### src/hw/rtl/bba_pkg.sv
// Shared constants, types and helpers of the buddy block allocator.
package bba_pkg;

  localparam int ORDERS     = 16;
  localparam int UNIT_SHIFT = 5;
  localparam int UNIT_W     = ORDERS - 1;
  localparam int UNITS      = 1 << UNIT_W;
  localparam int ORD_W      = $clog2(ORDERS);
  localparam int CFG_W      = 4;
  localparam int SIZE_W     = 21;
  localparam int ADDR_W     = 20;
  localparam int NEED_W     = SIZE_W + 1;
  localparam int OW         = $clog2(NEED_W + 1);
  localparam int HDR_BYTES  = 16;
  localparam int CFG_RESET  = 15;
  localparam logic [3:0] ALIGN_MASK = 4'hF;

  typedef enum logic [1:0] {
    STAT_OK       = 2'd0,
    STAT_NOMEM    = 2'd1,
    STAT_BAD_SIZE = 2'd2,
    STAT_BAD_ADDR = 2'd3
  } status_e;

  typedef enum logic [1:0] {
    US_NONE = 2'd0,
    US_FREE = 2'd1,
    US_USED = 2'd2
  } unit_st_e;

  typedef enum logic [3:0] {
    OP_IDLE      = 4'd0,
    OP_ACCEPT    = 4'd1,
    OP_CLEAR     = 4'd2,
    OP_DECODE    = 4'd3,
    OP_SEARCH    = 4'd4,
    OP_REMOVE    = 4'd5,
    OP_SPLIT_A   = 4'd6,
    OP_SPLIT_B   = 4'd7,
    OP_ALLOC_TAG = 4'd8,
    OP_FREE_TAG  = 4'd9,
    OP_MERGE_CHK = 4'd10,
    OP_MERGE_TST = 4'd11,
    OP_PUSH_A    = 4'd12,
    OP_PUSH_B    = 4'd13
  } op_e;

  typedef struct packed {
    logic              v;
    logic [UNIT_W-1:0] idx;
  } link_t;

  typedef struct packed {
    logic [ORD_W-1:0] ord;
    unit_st_e         st;
  } meta_t;

  typedef struct packed {
    op_e  op;
    logic load_out;
  } ctrl_cmd_t;

  typedef struct packed {
    logic cmd_free;
    logic err;
    logic k_gt_order;
    logic k1_gt_order;
    logic merge_go;
    logic buddy_ok;
    logic clear_last;
  } dp_status_t;

  function automatic logic [ORD_W-1:0] eff_pool(input logic [CFG_W-1:0] v);
    logic [ORD_W-1:0] r;
    if (32'(v) > ORDERS - 1) begin
      r = ORD_W'(ORDERS - 1);
    end else begin
      r = ORD_W'(v);
    end
    return r;
  endfunction

endpackage

### src/hw/rtl/bba_ctrl.sv
// Sequencing state machine of the allocator.
module bba_ctrl (
  input  logic                clk_i,
  input  logic                rst_ni,
  input  logic                in_valid_i,
  output logic                in_ready_o,
  input  logic                out_ready_i,
  output logic                out_valid_o,
  input  logic                cfg_wr_i,
  input  bba_pkg::dp_status_t dp_status_i,
  output bba_pkg::ctrl_cmd_t  cmd_o
);

  typedef enum logic [13:0] {
    S_CLEAR     = 14'h0001,
    S_IDLE      = 14'h0002,
    S_DECODE    = 14'h0004,
    S_SEARCH    = 14'h0008,
    S_REMOVE    = 14'h0010,
    S_SPLIT_A   = 14'h0020,
    S_SPLIT_B   = 14'h0040,
    S_ALLOC_TAG = 14'h0080,
    S_FREE_TAG  = 14'h0100,
    S_MERGE_CHK = 14'h0200,
    S_MERGE_TST = 14'h0400,
    S_PUSH_A    = 14'h0800,
    S_PUSH_B    = 14'h1000,
    S_FINISH    = 14'h2000
  } state_e;

  state_e state_q, state_d;
  logic   out_valid_q, out_valid_d;

  always_comb begin
    state_d      = state_q;
    cmd_o.op     = bba_pkg::OP_IDLE;
    cmd_o.load_out = 1'b0;
    in_ready_o   = 1'b0;
    unique case (state_q)
      S_CLEAR: begin
        cmd_o.op = bba_pkg::OP_CLEAR;
        if (dp_status_i.clear_last) state_d = S_IDLE;
      end
      S_IDLE: begin
        in_ready_o = 1'b1;
        if (in_valid_i) begin
          cmd_o.op = bba_pkg::OP_ACCEPT;
          state_d  = S_DECODE;
        end
      end
      S_DECODE: begin
        cmd_o.op = bba_pkg::OP_DECODE;
        if (!dp_status_i.cmd_free) state_d = S_SEARCH;
        else if (dp_status_i.err) state_d = S_FINISH;
        else state_d = S_FREE_TAG;
      end
      S_SEARCH: begin
        cmd_o.op = bba_pkg::OP_SEARCH;
        state_d  = dp_status_i.err ? S_FINISH : S_REMOVE;
      end
      S_REMOVE: begin
        cmd_o.op = bba_pkg::OP_REMOVE;
        state_d  = dp_status_i.k_gt_order ? S_SPLIT_A : S_ALLOC_TAG;
      end
      S_SPLIT_A: begin
        cmd_o.op = bba_pkg::OP_SPLIT_A;
        state_d  = S_SPLIT_B;
      end
      S_SPLIT_B: begin
        cmd_o.op = bba_pkg::OP_SPLIT_B;
        state_d  = dp_status_i.k1_gt_order ? S_SPLIT_A : S_ALLOC_TAG;
      end
      S_ALLOC_TAG: begin
        cmd_o.op = bba_pkg::OP_ALLOC_TAG;
        state_d  = S_FINISH;
      end
      S_FREE_TAG: begin
        cmd_o.op = bba_pkg::OP_FREE_TAG;
        state_d  = dp_status_i.err ? S_FINISH : S_MERGE_CHK;
      end
      S_MERGE_CHK: begin
        cmd_o.op = bba_pkg::OP_MERGE_CHK;
        state_d  = dp_status_i.merge_go ? S_MERGE_TST : S_PUSH_A;
      end
      S_MERGE_TST: begin
        cmd_o.op = bba_pkg::OP_MERGE_TST;
        state_d  = dp_status_i.buddy_ok ? S_MERGE_CHK : S_PUSH_A;
      end
      S_PUSH_A: begin
        cmd_o.op = bba_pkg::OP_PUSH_A;
        state_d  = S_PUSH_B;
      end
      S_PUSH_B: begin
        cmd_o.op = bba_pkg::OP_PUSH_B;
        state_d  = S_FINISH;
      end
      S_FINISH: begin
        if (!out_valid_q || out_ready_i) begin
          cmd_o.load_out = 1'b1;
          state_d        = S_IDLE;
        end
      end
      default: state_d = S_CLEAR;
    endcase
    if (cfg_wr_i) state_d = S_CLEAR;
  end

  always_comb begin
    if (cmd_o.load_out) out_valid_d = 1'b1;
    else if (out_ready_i) out_valid_d = 1'b0;
    else out_valid_d = out_valid_q;
  end

  always_ff @(posedge clk_i or negedge rst_ni) begin
    if (!rst_ni) begin
      state_q     <= S_CLEAR;
      out_valid_q <= 1'b0;
    end else begin
      state_q     <= state_d;
      out_valid_q <= out_valid_d;
    end
  end

  assign out_valid_o = out_valid_q;

endmodule

### config.mk
export PLATFORM = sky130hd
export DESIGN_NAME = bba_ctrl
export DESIGN_NICKNAME = d
export VERILOG_FILES = /design/src/hw/rtl/bba_pkg.sv /design/src/hw/rtl/bba_ctrl.sv
export SDC_FILE = /design/constraint.sdc
export NUM_CORES = 1
export LEC_CHECK = 0
export BUFFER_PORTS_ARGS = -buffer_cell sky130_fd_sc_hd__buf_2
export CAP_MARGIN = 20
export CORE_UTILIZATION = 30
export CTS_BUF_LIST = sky130_fd_sc_hd__clkbuf_8
export CTS_CLUSTER_SIZE = 16
export DETAILED_ROUTE_END_ITERATION = 7
export RECOVER_POWER = 25
export SLEW_MARGIN = 15
export SYNTH_ARGS = -nofsm -noshare
export SYNTH_HDL_FRONTEND = slang
export SYNTH_SLANG_ARGS = --single-unit
### constraint.sdc
create_clock -name clk_i -period 2.4 [get_ports clk_i]
set_input_delay 0.24 -clock clk_i [delete_from_list [all_inputs] [get_ports clk_i]]
set_output_delay 0.24 -clock clk_i [all_outputs]
set_load 0.02 [all_outputs]
==> impl_metrics.tcl <==
set metrics [dict create \
    drtAntennaViolNets 0 \
    die-area_sq_mm 0.004316 \
    powerDensity_mw_per_mm2 548.7 \
    finalCritPeriodShare 0.9721 \
    ys_seq_area_frac 0.3094 \
    grtUsageTotal 0.1639 \
    hold_start "dp_status_i[6]" \
    worstSetupEndpointType "output port" \
    synth-edff-count 0 \
    tightest_slew_ns 0.8477 \
    final_common_cell "nor2_1" \
    max_freq_mhz 428.6 \
    crit_family "simple AND/OR/NAND/NOR gates" \
    grt_pass1_vias 1118 \
    clkPwrFrac 0.260 \
    status "finished, final reports clean" \
    dr.pass1.iters 4 \
    synth_area_sq_mm 0.001217 \
    clkLatencyLatePin_ns 0.26 \
    synth_area_per_cell_sq_um 9.018 \
    io_pins 19 \
    hold_slack_ns 0.1612 \
    h-tree-depth 1 \
    synth-seq-cells 15 \
    viasPerCell 5.686 \
    seqPwrFrac 0.364 \
    maxCapViolations 0 \
    regToRegEndpoint "state_q[8]" \
    dp_cells 197 \
    maxSlewHeadroom 0.4348 \
    grt_overflow 0 \
    critPathMaxFanout 8 \
    drive_above_1_share 0.3711 \
    wl_per_cell_microns 15.97 \
    r2r_cells 6 \
    routed_wirelength_microns 3306 \
    dp_hpwl_microns 2494 \
    syn2layout_area_growth_pct 20.04 \
    hold_violations 0 \
    p_total_uw 801.9 \
    comb_power_share 0.376 \
    max_stage_delay_ns 0.55 \
    antenna_found_initial 0 \
    grt_pass1_wl_microns 5188 \
    syn-num-nets 147 \
    ir_worst_vdd_mv 0.2093 \
    power.leakage_nw 0.6539 \
    route.detailed.drc 0 \
    async_flop_share 1.000 \
    dieWidth_microns 65.70 \
    reg2reg_from "state_q[6]" \
    min_path_type "primary input to flop" \
    r2r_slack_ns 0.19 \
    worst-path-buf-inv 1 \
    netlist_instances 135 \
    drtIter0Drc 45 \
    critPathKind "flop to output port" \
    dieHeight_microns 65.70 \
    cp_slowest_cell "or4_4" \
    fin_nets 172 \
    worst_clock_skew_ns 0.003033 \
    p_int_uw 515.0 \
    min_period_ns 2.333 \
    gp_congestion 0.8581 \
    vias 1177 \
    path_clk_slew_ns 0.06 \
    initial_core_util 0.3228 \
    cts_tree "yes" \
    synth.top_cell.area_share 0.2878 \
    rows 22 \
    finalMaxSlewViolations 0 \
    sw_frac_of_total 0.3578 \
    yosysWarnings 0 \
    critPathLaunchType "flop" \
    clock-root-buffer "clkbuf_8" \
    finalNonFillerCells 207 \
    numCtsBuffers 3 \
    cts_buffer_depth 2 \
    cts_sinks 15 \
    diodes 0 \
    path_cells "or4_4, nor3_4, and4b_2, nor2_1, o2111ai_2, buf_4" \
    yosysUniqueCellTypes 49 \
    hold-path-endpoint "state_q[3]" \
    required_ns 2.16 \
    layout_common_cells "17 x nor2_1, 15 x buf_2, 15 x buf_4, 9 x nand2_1, 9 x dfrtp_1" \
    crit_arrival_ns 2.09 \
    p_sw_uw 286.9 \
    io_buffers 18 \
    grt_max_degree 16 \
    synth_area_leaders "dfrtp_1 29%, nor2_1 5.9%, buf_6 4.6%" \
    yosys_most_used_dff "dfrtp_1" \
    synth_top_cell_by_area "dfrtp_1" \
    hold_path_depth 2 \
    core_area_sq_mm 0.003771 \
    setup_viol 0 \
]
## timing repair
item / CTS / global route
pin swaps: 0 / 4
setup endpoints to repair: 1 / 6
setup buffers: 0 / 5
gates resized for setup: 5 / 11
hold buffers: 1 / 0
hold endpoints to repair: 14 / 0
## layer usage
| layer | share of wire | wire, microns | GRT usage |
|---|---|---|---|
| met5 | 0 | 0 | 0 |
| met4 | 0.043 | 142 | 0.1359 |
| met3 | 0.030 | 100 | 0.01563 |
| met2 | 0.51 | 1671 | 0.2640 |
| met1 | 0.42 | 1390 | 0.1947 |
## sequential cells by signal, summed over array words and instances (netlist names)
signal and flops:
state_q 14, out_valid_o 1
## synth_stat cells (4+ instances only)
cell and n:
nand2_1 9, nor4_1 4, nand3_1 4, xor2_1 4, a21oi_1 4, nor2_1 19, nor4b_1 4, nor3_1 4
xnor2_1 4, nand4_1 5, dfrtp_1 14, buf_6 5
## area by class of cell
| cell class | count | area [sq um] |
|---|---|---|
| Multi-Input combinational cell | 107 | 768.2 |
| Timing Repair Buffer | 32 | 201.4 |
| Clock inverter | 1 | 3.754 |
| Inverter | 1 | 3.754 |
| Tap cell | 48 | 60.06 |
| Sequential cell | 15 | 382.9 |
| Clock buffer | 3 | 41.29 |
| Fill cell | 366 | 2310 |
## worst max-delay path by stage
stage	startpoint	slack [ns]	to	cells after the start
after floorplan	state_q[4]	0.28	cmd_o[1]	5
after global placement	state_q[8]	0.08	state_q[8]	6
after detailed placement	state_q[8]	0.12	state_q[8]	6
after CTS	state_q[8]	0.004	cmd_o[1]	6
after global routing	state_q[4]	-0.0005	cmd_o[2]	6
final	state_q[6]	0.07	cmd_o[1]	6
## through the flow
| stage | TNS, ns | utilization | setup slack [ns] | cell area, sq um |
|---|---|---|---|---|
| global placement | 0 | 0.3500 | 0.07748 | 1320 |
| detailed placement | 0 | 0.3500 | 0.1160 | 1320 |
| finish | 0 | 0.3875 | 0.06691 | 1461 |
| CTS | 0 | 0.3680 | 0.004038 | 1388 |
| global route | -0.0009714 | 0.3875 | -0.0005127 | 1461 |
| floorplan | 0 | - | 0.2849 | 1217 |
## power groups by stage
stage	Sequential (mW)	Combinational [mW]	Clock, mW
floorplan	0.275	0.217	0
global placement	0.297	0.271	0
detailed placement	0.297	0.272	0
CTS	0.292	0.277	0.214
global route	0.295	0.327	0.223
finish	0.292	0.301	0.208
## cell families after synthesis
kind of cell	after synthesis	synth area share
AND/OR/NAND/NOR	79	0.4162
flip-flops	15	0.3094
buffers and inverters	13	0.09146
XOR/XNOR	8	0.05755
AO/OA/AOI/OAI	20	0.1254
Note: power is estimated with default switching activity, not from simulation.
